==> src/hdl/itda_pkg.sv <==
package itda_pkg;

    localparam logic [6:0] CHAR_ZERO  = 7'd48;
    localparam logic [6:0] CHAR_MINUS = 7'd45;

    typedef enum logic [2:0] {
        ST_IDLE,
        ST_CONVERT,
        ST_SKIP,
        ST_SIGN,
        ST_EMIT
    } state_t;

    typedef struct packed {
        logic load;
        logic shift_step;
        logic digit_step;
        logic sel_sign;
    } cmd_t;

    typedef struct packed {
        logic last_shift;
        logic top_zero;
        logic one_left;
        logic negative;
    } sts_t;

endpackage

==> src/hdl/itda_datapath.sv <==
module itda_datapath #(
    parameter int VALUE_BITS = 32,
    parameter int NUM_DIGITS = 10
) (
    input  logic                  clk,
    input  logic                  rst_n,
    input  logic [VALUE_BITS-1:0] value,
    input  itda_pkg::cmd_t        cmd,
    output itda_pkg::sts_t        sts,
    output logic [6:0]            text_char
);

    localparam int BCD_W = NUM_DIGITS * 4;
    localparam int BC_W  = (VALUE_BITS > 1) ? $clog2(VALUE_BITS) : 1;
    localparam int DL_W  = $clog2(NUM_DIGITS + 1);

    logic [VALUE_BITS-1:0] mag_reg, mag_next;
    logic [BCD_W-1:0]      bcd_reg, bcd_next;
    logic [BCD_W-1:0]      bcd_adj;
    logic [BC_W-1:0]       bit_cnt_reg, bit_cnt_next;
    logic [DL_W-1:0]       left_reg, left_next;
    logic                  neg_reg, neg_next;
    logic [3:0]            top_digit;

    always_comb
    begin
        for (int i = 0; i < NUM_DIGITS; i++)
        begin
            if (bcd_reg[i*4 +: 4] >= 4'd5)
                bcd_adj[i*4 +: 4] = bcd_reg[i*4 +: 4] + 4'd3;
            else
                bcd_adj[i*4 +: 4] = bcd_reg[i*4 +: 4];
        end
    end

    assign top_digit = bcd_reg[BCD_W-1 -: 4];

    always_comb
    begin
        mag_next     = mag_reg;
        bcd_next     = bcd_reg;
        bit_cnt_next = bit_cnt_reg;
        left_next    = left_reg;
        neg_next     = neg_reg;
        if (cmd.load)
        begin
            neg_next     = value[VALUE_BITS-1];
            mag_next     = value[VALUE_BITS-1] ? (~value + VALUE_BITS'(1)) : value;
            bcd_next     = '0;
            bit_cnt_next = '0;
            left_next    = DL_W'(NUM_DIGITS);
        end
        else if (cmd.shift_step)
        begin
            bcd_next     = {bcd_adj[BCD_W-2:0], mag_reg[VALUE_BITS-1]};
            mag_next     = mag_reg << 1;
            bit_cnt_next = bit_cnt_reg + BC_W'(1);
        end
        else if (cmd.digit_step)
        begin
            bcd_next  = {bcd_reg[BCD_W-5:0], 4'd0};
            left_next = left_reg - DL_W'(1);
        end
    end

    always_ff @(posedge clk or negedge rst_n)
    begin
        if (!rst_n)
        begin
            bit_cnt_reg <= '0;
            left_reg    <= '0;
            neg_reg     <= 1'b0;
        end
        else
        begin
            bit_cnt_reg <= bit_cnt_next;
            left_reg    <= left_next;
            neg_reg     <= neg_next;
        end
    end

    always_ff @(posedge clk)
    begin
        mag_reg <= mag_next;
        bcd_reg <= bcd_next;
    end

    assign sts.last_shift = (bit_cnt_reg == BC_W'(VALUE_BITS - 1));
    assign sts.top_zero   = (top_digit == 4'd0);
    assign sts.one_left   = (left_reg == DL_W'(1));
    assign sts.negative   = neg_reg;

    assign text_char = cmd.sel_sign ? itda_pkg::CHAR_MINUS
                                    : (itda_pkg::CHAR_ZERO + {3'd0, top_digit});

    a_no_step_past_end: assert property (@(posedge clk) disable iff (!rst_n)
        cmd.digit_step |-> left_reg != '0)
        else $error("digit step with no digits left");

endmodule

==> src/hdl/itda_ctrl.sv <==
module itda_ctrl (
    input  logic           clk,
    input  logic           rst_n,
    input  logic           s_tvalid,
    output logic           s_tready,
    output logic           m_tvalid,
    input  logic           m_tready,
    output logic           m_tlast,
    input  itda_pkg::sts_t sts,
    output itda_pkg::cmd_t cmd
);

    itda_pkg::state_t state_reg, state_next;

    always_comb
    begin
        state_next = state_reg;
        unique case (state_reg)
            itda_pkg::ST_IDLE:
                if (s_tvalid)
                    state_next = itda_pkg::ST_CONVERT;
            itda_pkg::ST_CONVERT:
                if (sts.last_shift)
                    state_next = itda_pkg::ST_SKIP;
            itda_pkg::ST_SKIP:
                if (!(sts.top_zero && !sts.one_left))
                    state_next = sts.negative ? itda_pkg::ST_SIGN : itda_pkg::ST_EMIT;
            itda_pkg::ST_SIGN:
                if (m_tready)
                    state_next = itda_pkg::ST_EMIT;
            itda_pkg::ST_EMIT:
                if (m_tready && sts.one_left)
                    state_next = itda_pkg::ST_IDLE;
            default:
                state_next = itda_pkg::ST_IDLE;
        endcase
    end

    always_comb
    begin
        s_tready       = 1'b0;
        m_tvalid       = 1'b0;
        m_tlast        = 1'b0;
        cmd            = '0;
        unique case (state_reg)
            itda_pkg::ST_IDLE:
            begin
                s_tready = 1'b1;
                cmd.load = s_tvalid;
            end
            itda_pkg::ST_CONVERT:
                cmd.shift_step = 1'b1;
            itda_pkg::ST_SKIP:
                cmd.digit_step = sts.top_zero && !sts.one_left;
            itda_pkg::ST_SIGN:
            begin
                m_tvalid     = 1'b1;
                cmd.sel_sign = 1'b1;
            end
            itda_pkg::ST_EMIT:
            begin
                m_tvalid       = 1'b1;
                m_tlast        = sts.one_left;
                cmd.digit_step = m_tready;
            end
            default:
                cmd = '0;
        endcase
    end

    always_ff @(posedge clk or negedge rst_n)
    begin
        if (!rst_n)
            state_reg <= itda_pkg::ST_IDLE;
        else
            state_reg <= state_next;
    end

endmodule

==> src/hdl/int_to_decimal_ascii_unit.sv <==
// Signed integer to decimal ASCII. Each number taken on the slave side comes
// out as one transfer per character, most significant first: a '-' for a
// negative value, then the digits without leading zeros ('0' for zero); tlast
// marks the final character. The most negative and most positive values print
// exactly. One number is handled at a time: a load, shift-and-add-3 conversion
// of all VALUE_BITS bits, a step per suppressed leading zero, then one
// character per cycle while the sink is ready.
module int_to_decimal_ascii_unit #(
    parameter int VALUE_BITS = 32
) (
    input  logic                                clk,
    input  logic                                rst_n,
    input  logic                                s_tvalid,
    output logic                                s_tready,
    input  logic [((VALUE_BITS+7)/8)*8-1:0]     s_tdata,  // value
    output logic                                m_tvalid,
    input  logic                                m_tready,
    output logic [7:0]                          m_tdata,  // text_char, zero pad
    output logic                                m_tlast
);

    localparam int NUM_DIGITS = ((VALUE_BITS * 1233) >> 12) + 1;

    itda_pkg::cmd_t cmd;
    itda_pkg::sts_t sts;
    logic [6:0]     text_char;

    itda_ctrl u_ctrl (
        .clk      (clk),
        .rst_n    (rst_n),
        .s_tvalid (s_tvalid),
        .s_tready (s_tready),
        .m_tvalid (m_tvalid),
        .m_tready (m_tready),
        .m_tlast  (m_tlast),
        .sts      (sts),
        .cmd      (cmd)
    );

    itda_datapath #(
        .VALUE_BITS (VALUE_BITS),
        .NUM_DIGITS (NUM_DIGITS)
    ) u_datapath (
        .clk       (clk),
        .rst_n     (rst_n),
        .value     (s_tdata[VALUE_BITS-1:0]),
        .cmd       (cmd),
        .sts       (sts),
        .text_char (text_char)
    );

    assign m_tdata = {1'b0, text_char};

    a_one_at_a_time: assert property (@(posedge clk) disable iff (!rst_n)
        !(s_tready && m_tvalid))
        else $error("input taken while output pending");

    a_last_is_digit: assert property (@(posedge clk) disable iff (!rst_n)
        (m_tvalid && m_tlast) |-> (m_tdata[6:0] != itda_pkg::CHAR_MINUS))
        else $error("final character is a sign");

    a_idle_after_last: assert property (@(posedge clk) disable iff (!rst_n)
        (m_tvalid && m_tready && m_tlast) |=> s_tready)
        else $error("not ready after final transfer");

endmodule

==> config.mk <==
export PLATFORM = sky130hd
export DESIGN_NAME = int_to_decimal_ascii_unit
export DESIGN_NICKNAME = d
export VERILOG_FILES = /design/src/hdl/itda_pkg.sv /design/src/hdl/itda_datapath.sv /design/src/hdl/itda_ctrl.sv /design/src/hdl/int_to_decimal_ascii_unit.sv
export SDC_FILE = /design/constraint.sdc
export NUM_CORES = 1
export LEC_CHECK = 0
export BUFFER_PORTS_ARGS = -buffer_cell sky130_fd_sc_hd__buf_2
export CORE_ASPECT_RATIO = 1.1
export CORE_MARGIN = 4
export CORE_UTILIZATION = 65
export CTS_CLUSTER_DIAMETER = 40
export DETAILED_ROUTE_END_ITERATION = 16
export HOLD_SLACK_MARGIN = 0.12
export PLACE_DENSITY = 0.9
export SYNTH_ARGS = -nofsm -noshare
export SYNTH_HDL_FRONTEND = slang
export SYNTH_SLANG_ARGS = --single-unit
==> constraint.sdc <==
create_clock -name clk -period 4.9 [get_ports clk]
set_clock_uncertainty 0.1 [all_clocks]
set_input_delay 0.245 -clock clk [delete_from_list [all_inputs] [get_ports clk]]
set_output_delay 0.245 -clock clk [all_outputs]
set_load 0.005 [all_outputs]
# Word level (Yosys, flattened, before mapping)
# Index checks and enable logic that the tools add are counted.
# totals
inputBits	36
register_bits	85
# op_classes
eq_ne	12
n_mux	35
addsub	14
order_cmp	10
bitwise	1
reduce_logical	11
# ops
op	count
32-bit 2-to-1 mux	3
40-bit 2-to-1 mux	2
4-bit 2-to-1 mux	12
4-bit by 3-bit greater-or-equal comparator with 1-bit output (second input constant)	10
4-bit by 2-bit adder with 4-bit output (second input constant)	9
32-bit by 1-bit adder with 32-bit output (second input constant)	1
32-bit NOT	1
3-bit 2-to-1 mux	7
3-bit case mux with 5 select lines	1
5-bit 2-to-1 mux	2
2-bit inequality test (second input constant)	4
6-bit by 4-bit adder with 7-bit output (first input constant)	1
7-bit 2-to-1 mux	1
3-bit by 2-bit equality test with 1-bit output (second input constant)	2
1-bit 2-to-1 mux	6
2-bit nonzero test	3
5-bit by 1-bit adder with 5-bit output (second input constant)	1
5-bit equality test (second input constant)	1
5-bit AND reduction	1
4-bit by 1-bit equality test with 1-bit output (second input constant)	1
4-bit logical NOT	1
2-bit by 1-bit inequality test with 1-bit output (second input constant)	2
4-bit by 1-bit subtractor with 4-bit output (second input constant)	1
3-bit by 2-bit adder with 3-bit output (second input constant)	1
other kinds (8)	9

# Logic depth before layout (Yosys ltp)
# Gate-level depths: netlist of the first run.
# logic_depth
depth_word	7
depth_mapped	8

# Modules after synthesis
# A second synthesis of the first run with hierarchy kept.
# unflattened
hier_cells	597
area_unflattened_um2	5388.9
# modules_own_cells
module	instances	cells_per_inst	area_per_inst_um2
itda_datapath	1	566	5113.7
itda_ctrl	1	29	264.0
int_to_decimal_ascii_unit	1	2	11.3

# Worst setup path after synthesis of the first run
# No wires, ideal clock.
# synth_timing
path_kind	reg-to-reg
startpoint	reg u_ctrl.state_reg[0]
endpoint	reg u_datapath.mag_reg[0] (enable)
stages_incl_launch_ff	6
path_buffers	3
setup_ps	390
arrival_time_ps	1908
slack_ps	2502
cell_sequence	dfrtp_1 > buf_2 > or3b_1 > buf_2 > buf_2 > nand2_1
# synth_between
elab_chain_len	3
word_cells_on_any_way	5
# synth_lines
item	line	rtl
start, declared	itda_ctrl.sv:13	itda_pkg::state_t state_reg, state_next;
start signal, assigned	itda_ctrl.sv:74	state_reg <= itda_pkg::ST_IDLE;
start signal, assigned	itda_ctrl.sv:76	state_reg <= state_next;
3-bit by 1-bit equality test with 1-bit output or 3-bit logical NOT (tied branches)	itda_ctrl.sv:45	unique case (state_reg)
1-bit 2-to-1 mux	itda_ctrl.sv:45	
2-bit nonzero test (no line) (*)	n/a	
end signal, assigned	itda_datapath.sv:84	mag_reg <= mag_next;
end, declared	itda_datapath.sv:17	logic [VALUE_BITS-1:0] mag_reg, mag_next;
# Every way passes the cells marked *; elsewhere a longest branch is shown, timed or not.
# A chain may end at the register's enable or synchronous reset.

# Worst setup path after layout of the first run
# layout_timing
startpoint	reg u_ctrl.state_reg[1]
endpoint	reg u_datapath.bcd_reg[24]
# layout_between
elab_chain_len	3
word_cells_on_any_way	9
# layout_lines
item	line	rtl
3-bit equality test (tied with other cells)	itda_ctrl.sv:45	
1-bit case mux with 2 select lines or 1-bit 2-to-1 mux (tied branches)	itda_ctrl.sv:45	
2-bit nonzero test (no line) or 40-bit 2-to-1 mux (tied branches)	n/a	
end signal, assigned	itda_datapath.sv:85	bcd_reg <= bcd_next;
end, declared	itda_datapath.sv:18	logic [BCD_W-1:0] bcd_reg, bcd_next;
# Parallel ways exist; a longest one is shown, timed or not.

==> results.md, run 1 <==
* Outcome: completed
* Clock Path Buffers at 2
* All-Layer GR Usage at about a quarter
* FFs w/ async S/R, synth at 15.3%
* Max reg flops at 40
* Setup_tns at 0 ns
* Die Span Y at 104 um
* Worst R2R Start: u_ctrl.state_reg[1]
* GRT Residual Overflow at 0
* Hold path depth at 3
* Worst R2R End: u_datapath.bcd_reg[24]
* Worst Path Max Fanout at 52
* VDD IR max at about 280 uV
* Post-CTS setup buffers at 0
* Largest net degree at the start of global routing at 72
* Crit-path leading delay family: compound AO/OA/AOI/OAI gates
* Buffers added on ports at 43
* Worst EP required at 5.07 ns
* Synth top area cells: edfxtp_1 (18%), dfxtp_1 (15%), nand2_1 (6.8%)
* DR pass1 iterations at 5
* Startpoint types: flop
* Count of final hold-check violations at 0
* Later-pin clock latency in the skew report at ~0.36 ns
* R2R depth at 5
* Synthesized flop and latch total at 85
* CP Class: reg2reg
* N_diodes at 0
* Total stage count of the critical path at 5
* Initial antenna violation count at 0
* Post-synth top flop: dfxtp_1
* Die width at about 96 um
* Avg Synthesized Cell Area at 8.46 um2
* Top-Level Pins at 47
* Synth cell types at slightly above 60
* Design Area, Final at 5890 um2
* Top-area cell type share of the netlist area at 17.5%
* Buf+Inv Stages, Crit Path at 1
* Leading area contributor after synthesis: edfxtp_1
* Core area at between 8000 and 9000 um2
* Synthesized area at 5480 um2
* Post-synth EDFFs at 32
* Cell at the slowest stage of the critical path: dfrtp_1
* P&R area growth vs syn at 7.47%
* Slew Viols, Final at 0
* Final #Nets at 731
* Die Area at roughly 10000 um2
* Peak Freq at ~400 MHz
* Yosys warns at 0
* Post-cts sizing count at 0
* Placed cell area at about 5700 um2
* Final setup viols at 0
* Starting Density at 67.8%
* Post-DR wirelength/cell at 15.4 um
* Synthesized netlist cell count at 648
* Worst-margin pin slew at 0.792 ns
* Setup crit end kind: flop
* Hold endpoint: u_datapath.mag_reg[30]
* Hold wc startpoint: s_tdata[30]
* HP Class: in2reg
* Vias per Instance at 6.32
* Power per cell area at 601 nW/um2
* Placer congestion estimate at 0.824
* Relative slew slack at 47.2%
* Maxcap violations at 0
* Tmin final at 2.47 ns
* Number of global-route vias before repair at 4683
* Unrepaired setup endpoints after global routing: no
* Detail Placement HPWL at 8070 um
* Leak Pwr at 2.43 nW
* Share of cells above drive strength 1 at between 10% and 20%
* Row count at 34
* Sink count of the clock tree at 85
* Crit-path max cell delay at 0.56 ns
* Clk root buf: clkbuf_8
* Worst EP arrival at 2.64 ns
* Clock slew at reported path FFs at ~0.090 ns
* Post-Route WL at 12100 um
* Starting DRT DRC Count at 291
* TritonCTS clock tree: yes
* Num CTS Buffers at 9
* Final worst-path cycle share at 50.4%
* Seq/Total Area, Yosys at 38.1%
* Crit-path cells: nor3b_2, buf_4, a21oi_1, o311a_1, a211oi_1
* Vias at between 4000 and 5000
* R2R setup slack at approximately 2.4 ns
* First-pass GRT wire length at 20500 um
* Htree depth at 3
* ANT nets after route at 0
* # DRC at 0
-- how the worst max path moves through the flow --
stage	from	endpoint	slack, ns
final	u_ctrl.state_reg[1]	u_datapath.bcd_reg[24]	2.43
after CTS	u_ctrl.state_reg[1]	u_datapath.bcd_reg[24]	2.48
after global routing	u_ctrl.state_reg[1]	u_datapath.mag_reg[5]	2.32
after floorplan	u_ctrl.state_reg[0]	u_datapath.mag_reg[0]	2.50
after detailed placement	s_tdata[18]	u_datapath.mag_reg[26]	2.46
after global placement	s_tdata[18]	u_datapath.mag_reg[30]	2.58
-- cells by family after synthesis --
family,synth area share [%]
xor+xnor,6.71
other cells,0.137
fa+ha+maj,5.94
buf+inv,5.55
mux,0.365
simple gates,19.4
flops,38.1
compound gates,23.8
-- final cells by class --
class / instances / area (um2)
clock buffers: 10 / 138
clock inverters: 6 / 61.3
fillers: 585 / 2190
inverters: 28 / 105
multi-input cells: 496 / 3100
flip-flops and latches: 85 / 2090
well taps: 108 / 135
repair buffers: 49 / 263
-- worst register-to-register path: stages (launching register included) --
cell and delay (ns):
dfrtp_1 0.56, nor3b_2 0.48, buf_4 0.53, a21oi_1 0.17
o311a_1 0.32, a211oi_1 0.22
-- report_power, final --
part	total, W	leakage [nW]	internal, W	switching (W)
clock	0.000507	0.0940	0.000248	0.000259
combinational	0.00161	1.50	0.000688	0.000921
sequential	0.00142	0.836	0.00113	0.000290
total	0.00354	2.43	0.00207	0.00147
-- timing repair --
item	CTS	global route
hold endpoints to repair	13	0
endpoints found under the setup margin	0	0
hold buffers	1	0
-- metrics by stage --
stage	hold WS, ns	power, W	util, %	std cells	worst slack, ns
3_3_place_gp	0.0384	0.00288	70.3	765	2.58
4_1_cts	0.139	0.00353	72.8	782	2.48
2_1_floorplan	-0.151	0.00263	-	649	2.50
5_1_grt	0.170	0.00385	72.8	782	2.32
3_5_place_dp	0.0488	0.00301	70.3	765	2.46
6_report	0.153	0.00354	72.8	782	2.43
-- cell usage in the layout (no fill, tap or decap), types with 3 or more instances in the layout --
master / netlist / layout
dfrtp_1: 13 / 13
conb_1: 2 / 3
edfxtp_1: 32 / 32
nor2b_1: 5 / 5
o41ai_1: 4 / 4
nand2_1: 99 / 98
dfxtp_1: 40 / 40
nand2b_1: 23 / 23
xnor2_1: 12 / 12
nand4_1: 3 / 3
nand3_1: 11 / 11
buf_2: 17 / 43
o31ai_1: 12 / 12
a31oi_1: 22 / 22
a21oi_1: 49 / 49
o211ai_1: 16 / 16
ha_1: 26 / 26
a32oi_1: 8 / 8
buf_4: 5 / 5
nor2_1: 19 / 19
o21ai_0: 49 / 49
xor2_1: 30 / 30
nor4_1: 4 / 4
o22ai_1: 3 / 3
o21ai_1: 38 / 38
nor3_1: 12 / 12
nor3b_1: 10 / 9
inv_1: 28 / 28
clkbuf_8: 0 / 10
-- cells in the mapped netlist (2+ instances only) --
cell and number:
nand2_1 99, a21oi_1 49, o21ai_0 49, dfxtp_1 40, o21ai_1 38, edfxtp_1 32
xor2_1 30, inv_1 28, ha_1 26, nand2b_1 23, a31oi_1 22, nor2_1 19
buf_2 17, o211ai_1 16, dfrtp_1 13, nor3_1 12, o31ai_1 12, xnor2_1 12
clkbuf_1 11, nand3_1 11, nor3b_1 10, a32oi_1 8, buf_1 5, buf_4 5
nor2b_1 5, nor4_1 4, o41ai_1 4, nand4_1 3, o22ai_1 3, and3_1 2
conb_1 2, mux2i_1 2, nand4b_1 2, o21ai_2 2, o41ai_2 2, or2_2 2
or3b_1 2, or4_4 2
-- layer usage --
layer / up-vias / GRT usage (%) / part of all wire (%)
met5: - / 0 / 0
met4: 0 / 10.4 / 2.0
met3: 25 / 3.47 / 5.8
met2: 197 / 42.6 / 51
met1: 2346 / 31.0 / 41
li1: 2378 / - / -
Power figures use the tool's default switching activity.
==> run 2: changes to the inputs <==
- CORE_UTILIZATION: 65 -> 55
- PLACE_DENSITY: 0.9 -> 0.81
- clock period: 4.9 -> 2 ns (I/O delays scaled with it)
==> run 2 against run 1 <==
  * Register-to-register slack lost 2.4 ns
  * Hold slack is essentially flat
  * Critical path depth grew 3
  * Final cell count grew 9.0%
  * Core utilization shrank 2.4 points
  * Sequential power grew 150%
  * First-iteration DRC count shrank 3.1%
  * Largest power group unchanged
  * Largest cell class unchanged
==> results.md, run 2 (synthesized netlist as in run 1, its figures left out) <==
* Power per cell area at 1360 nW/um2 (+130%)
* Vias per Instance at 6.07 (-4.1%)
* Row count at 37 (+8.8%)
* Later-pin clock latency in the skew report at 0.35 ns (about the same)
* Worst EP arrival at 1.94 ns (-0.70 ns)
* Placed Cells at 802 (+4.8%)
* Post-Route WL at 14000 um (+16%)
* Final #Nets at 792 (+8.3%)
* Final setup viols at 0 (unchanged)
* Die Area at 11600 um2 (+17%)
* Slew Viols, Final at 0 (unchanged)
* ANT nets after route at 0 (unchanged)
* Num CTS Buffers at 9 (unchanged)
* Buffers added on ports at 43 (unchanged)
* Clk root buf: clkbuf_8
* Cell at the slowest stage of the critical path: dlygate4sd3_1
* Maxcap violations at 0 (unchanged)
* Clock slew at reported path FFs at 0.09 ns (about the same)
* Crit-path leading delay family: buffers and inverters
* Commonest non-fill, non-tap cell in the layout: nand2_1
* Fill count at 696 (+19%)
* Sink count of the clock tree at 85 (unchanged)
* Setup crit end kind: flop
* Die width at 103 um (+8.0%)
* Relative slew slack at 53.7% (+6.5 points)
* Design Area, Final at 6720 um2 (+14%)
* Crit-path cells: dlygate4sd3_1, buf_2, nor4_2, nand3b_1, buf_4, o41ai_4, xor2_1, o21ai_1
* Worst EP required at 2.00 ns (-3.07 ns)
* TritonCTS clock tree: yes
* Leak Pwr at 2.88 nW (+19%)
* All-Layer GR Usage at 22.7% (-2.2 points)
* Worst-margin pin slew at 0.694 ns (-0.0975 ns)
* Count of final hold-check violations at 0 (unchanged)
* Post-DR wirelength/cell at 16.5 um (+6.8%)
* Outcome: completed
* Reg area at 2090 um2 (about the same)
* Final Hold Slack at 0.153 ns (+0.000212 ns)
* Startpoint types: input port
* Core area at 9540 um2 (+18%)
* Worst Path Max Fanout at 4 (-92%)
* Area of the multi-input gates at 3250 um2 (+5.0%)
* Starting DRT DRC Count at 282 (-3.1%)
* Share of cells above drive strength 1 at 17.7% (+6.0 points)
* Setup_tns at 0 ns (unchanged)
* Finished Layout Cells at 852 (+9.0%)
* Htree depth at 3 (unchanged)
* Final worst-path cycle share at 97.0%
* P&R area growth vs syn at 22.6%
* Tmin final at 1.94 ns
* Initial antenna violation count at 0 (unchanged)
* First-pass GRT wire length at 21800 um (+6.2%)
* N_diodes at 0 (unchanged)
* Largest net degree at the start of global routing at 64 (-11%)
* DR pass1 iterations at 5 (unchanged)
* Crit-path max cell delay at 0.57 ns (about the same)
* Commonest cells after routing, fill and taps aside: nand2_1 (95), a21oi_1 (49), o21ai_0 (48)
* Detail Placement HPWL at 8570 um (+6.3%)
* Vias at 5170 (+4.5%)
* Die Span Y at 113 um (+8.0%)
* CP Class: in2reg
* Placed cell area at 5980 um2 (+5.4%)
* GRT Residual Overflow at 0 (unchanged)
* Clock Path Buffers at 2 (unchanged)
* Starting Density at 57.5% (-10 points)
* HP Class: in2reg
* Peak Freq at 515 MHz
* Placer congestion estimate at 0.840 (+2.0%)
* Pwr Total at 0.00916 W (+160%)
* # DRC at 0 (unchanged)
* VDD IR max at 626 uV (+120%)
* Max reg flops at 40 (unchanged)
* Top-Level Pins at 47 (unchanged)
* Buf+Inv Stages, Crit Path at 3 (+2)
* Number of global-route vias before repair at 4922 (+5.1%)
==> run 2: cell types whose count changed in the layout (fill, tap and decap cells not counted), sizes merged <==
cell,change
buf,+30
bufinv,+1
clkinvlp,-1
dlygate4sd3,+25
dlymetal6s4s,+6
==> run 2: path summary, 6_finish.rpt <==
path	from	to	slack, ns	cells after the start
worst max-delay path	s_tdata[23]	u_datapath.mag_reg[30]	0.06	8
worst min-delay path	s_tdata[2]	u_datapath.mag_reg[2]	0.15	3
worst max register to register	u_datapath.left_reg[1]	u_datapath.bcd_reg[28]	0.06	9
worst min register to register	u_datapath.left_reg[3]	u_datapath.left_reg[3]	0.42	1
max in group asynchronous	rst_n	u_ctrl.state_reg[0]	0.65	3
min in group asynchronous	rst_n	u_datapath.bit_cnt_reg[0]	0.71	3
==> run 2: report_power, final <==
part	total (W)	switching, W	internal, W
clock network	0.00133	0.000629	0.000704
registers	0.00349	0.000716	0.00278
logic	0.00433	0.00236	0.00197
total	0.00916	0.00370	0.00545
==> run 2: tightest hold or removal path, cell delays in order <==
cell and delay, ns:
buf_2 0.18, xnor2_1 0.09, o21ai_0 0.13
==> run 2: per-layer routing <==
| metal | GRT usage [%] | up-vias | share of wire, % |
|---|---|---|---|
| met3 | 2.92 | 36 | 4.8 |
| met5 | 0 | - | 0 |
| met4 | 8.64 | 0 | 2.8 |
| li1 | - | 2500 | - |
| met2 | 40.3 | 206 | 53 |
| met1 | 27.4 | 2428 | 39 |
==> run 2: cell type report <==
type	count	share of cell area [%]
sequential	85	31.1
timing repair buffer	110	13.5
tap	117	2.18
multi-input combinational	496	48.4
clock inverter	6	1.29
clock buffer	10	1.90
inverter	28	1.56
==> run 2: metrics by stage <==
stage / setup WS (ns) / utilization (%)
after floorplan: 0.0930 / -
final: 0.0594 / 70.4
after global placement: 0.0556 / 62.7
after global routing: -0.0110 / 70.4
after detailed placement: -0.0122 / 62.7
after CTS: 0.0165 / 68.5
==> run 2: timing repair <==
item | 4_1_cts | 5_1_grt
pin swaps | 0 | 9
buffers inserted | 0 | 6
endpoints found under the hold margin | 45 | 0
hold buffers | 32 | 0
setup endpoints to repair | 2 | 35
resized for setup | 3 | 32
cloned | 0 | 2
==> run 3: changes to the inputs <==
- GPL_TIMING_DRIVEN: default -> 0
==> run 3 against run 2 <==
  * The run now ends with setup timing left
  * Cell area increased by 1.1%
  * Die area stayed put
  * Clock-buffer cell count rose by 1
  * Global-route usage up 4.5 points
  * Fmax shrank 7.3%
  * Critical path type is now reg2reg
==> results.md, run 3 (synthesized netlist as in run 1, its figures left out) <==
* Outcome: finished, violations left
* Failing checks: setup timing
* CP Class: reg2reg
* Htree depth at 3 (unchanged)
* Starting DRT DRC Count at 381 (+35%)
* Commonest cells after routing, fill and taps aside: nand2_1 (92), buf_2 (51), a21oi_1 (45)
* Sink count of the clock tree at 85 (unchanged)
* First-pass GRT wire length at 25300 um (+16%)
* Die Span Y at 113 um (unchanged)
* Placer congestion estimate at 0.889 (+5.8%)
* Slew Viols, Final at 0 (unchanged)
* Worst EP required at 2.14 ns (+0.14 ns)
* Row count at 37 (unchanged)
* Top-Level Pins at 47 (unchanged)
* ANT nets after route at 0 (unchanged)
* Crit-path cells: inv_2, ha_4, or3b_4, a31oi_4, buf_6, nor4_2, nor3_1, a21oi_1
* Max reg flops at 40 (unchanged)
* Final worst-path cycle share at 105% (+7.6 points)
* Worst Path Max Fanout at 6 (+2)
* VDD IR max at 543 uV (-13%)
* HP Class: in2reg
* Switching Fraction at 43.1% (+2.6 points)
* Die Area at 11600 um2 (unchanged)
* Maxcap violations at 0 (unchanged)
* # DRC at 0 (unchanged)
* Count of final hold-check violations at 0 (unchanged)
* Final setup viols at 12 (+12)
* Placed cell area at 5850 um2 (-2.2%)
* DR pass1 iterations at 5 (unchanged)
* Worst-margin pin slew at 0.648 ns (-0.0460 ns)
* Hold path depth at 3 (unchanged)
* All-Layer GR Usage at 27.2% (+4.5 points)
* Power per cell area at 1380 nW/um2 (+1.1%)
* Design Area, Final at 6790 um2 (+1.1%)
* Tmin final at 2.09 ns (+0.152 ns)
* Fill count at 700 (+0.57%)
* Later-pin clock latency in the skew report at 0.36 ns (about the same)
* Startpoint types: flop
* Detail Placement HPWL at 10100 um (+17%)
* R2R depth at 8 (-1)
* Clock Path Buffers at 2 (unchanged)
* Initial antenna violation count at 0 (unchanged)
* Largest net degree at the start of global routing at 18 (-72%)
* Worst EP arrival at 2.23 ns (+0.29 ns)
* Setup crit end kind: flop
* Core area at 9540 um2 (unchanged)
* Cell at the slowest stage of the critical path: or3b_4
* Die width at 103 um (unchanged)
* Sequential share of power at 37.6% (-0.6 points)
* Net Sw Power at 0.00403 W (+8.9%)
* Num CTS Buffers at 9 (unchanged)
* P&R area growth vs syn at 24.0%
* Post-DR wirelength/cell at 18.8 um (+14%)
* Clk root buf: clkbuf_8
* Clock slew at reported path FFs at 0.09 ns (about the same)
* Final #Nets at 814 (+2.8%)
* Relative slew slack at 56.8% (+3.1 points)
* N_diodes at 0 (unchanged)
* Comb power frac at 49.5% (+2.2 points)
* Peak Freq at 478 MHz (-7.3%)
* TritonCTS clock tree: yes
* Commonest non-fill, non-tap cell in the layout: nand2_1
* Vias at 5492 (+6.2%)
* Unrepaired setup endpoints after global routing: yes
* Crit-path max cell delay at 0.41 ns (-0.16 ns)
* Final setup margin at -0.0930 ns (-0.152 ns)
* Share of cells above drive strength 1 at 21.4% (+3.7 points)
* GRT Residual Overflow at 0 (unchanged)
* Starting Density at 57.5% (unchanged)
* Vias per Instance at 6.28 (+3.6%)
* Post-Route WL at 16400 um (+17%)
* Buffers added on ports at 43 (unchanged)
* Number of global-route vias before repair at 5268 (+7.0%)
* Int Pwr at 0.00533 W (-2.3%)
* Clk pwr share at 12.9% (-1.7 points)
* Setup_tns at -0.445 ns (-0.445 ns)
* Leak Pwr at 2.82 nW (-1.9%)
run 3: metrics by stage:
stage | hold WS, ns | setup WS (ns) | util, % | cells | total power, W
2_1_floorplan | -0.296 | 0.0930 | - | 649 | 0.00645
4_1_cts | 0.130 | 0.000283 | 67.8 | 860 | 0.00892
6_report | 0.138 | -0.0930 | 71.2 | 874 | 0.00936
3_5_place_dp | -0.0957 | -0.284 | 61.4 | 809 | 0.00757
5_1_grt | 0.152 | -0.161 | 71.2 | 874 | 0.0100
3_3_place_gp | -0.104 | -0.237 | 61.4 | 809 | 0.00731
run 3: metal layers:
metal | vias to the layer above | part of all wire (%) | global-route usage (%) | routed length, um
li1 | 2547 | - | - | -
met1 | 2585 | 38 | 33.4 | 6250
met2 | 288 | 50 | 46.6 | 8160
met3 | 72 | 8.1 | 4.72 | 1320
met4 | 0 | 4.1 | 10.5 | 672
met5 | - | 0 | 0 | 0
run 3: cell type report:
class                           instances  area (um2)  area share, %
Multi-Input combinational cell        497        3310           48.7
Sequential cell                        85        2090           30.7
Timing Repair Buffer                   92         701           10.3
Buffer                                 39         264           3.89
Tap cell                              117         146           2.16
Clock buffer                           11         131           1.93
Inverter                               28         105           1.55
Clock inverter                          5        50.0          0.737
run 3: repair_timing:
item,4_1_cts,5_1_grt
setup endpoints to repair,112,83
cloned,1,1
endpoints found under the hold margin,42,0
pin swaps,2,16
gates resized for setup,27,72
buffers inserted,5,14
hold buffers,30,0
run 3: worst paths after layout:
check / start / end / slack [ns]
max in group asynchronous: rst_n / u_datapath.left_reg[0] / 0.66
max: u_datapath.left_reg[1] / u_datapath.left_reg[3] / -0.09
max reg2reg: u_datapath.left_reg[1] / u_datapath.left_reg[3] / -0.09
min reg2reg: u_datapath.mag_reg[31] / u_datapath.bcd_reg[0] / 0.42
min: s_tdata[6] / u_datapath.mag_reg[6] / 0.14
min in group asynchronous: rst_n / u_datapath.bit_cnt_reg[3] / 0.72
run 3: worst max-delay path: cells and delay by family, from the launching register on:
kind / cells / cell delay, ns
AO/OA/AOI/OAI: 2 / 0.40
adder cells (fa/ha/maj): 1 / 0.13
buffers and inverters: 2 / 0.25
flip-flops: 1 / 0.40
AND/OR/NAND/NOR: 3 / 0.68
run 3: power groups by stage:
stage | registers [W] | clock network [W] | logic [W]
after floorplan | 0.00329 | 0 | 0.00317
final | 0.00352 | 0.00120 | 0.00464
after global placement | 0.00344 | 0 | 0.00387
after global routing | 0.00362 | 0.00127 | 0.00513
after detailed placement | 0.00349 | 0 | 0.00408
after CTS | 0.00346 | 0.00120 | 0.00426
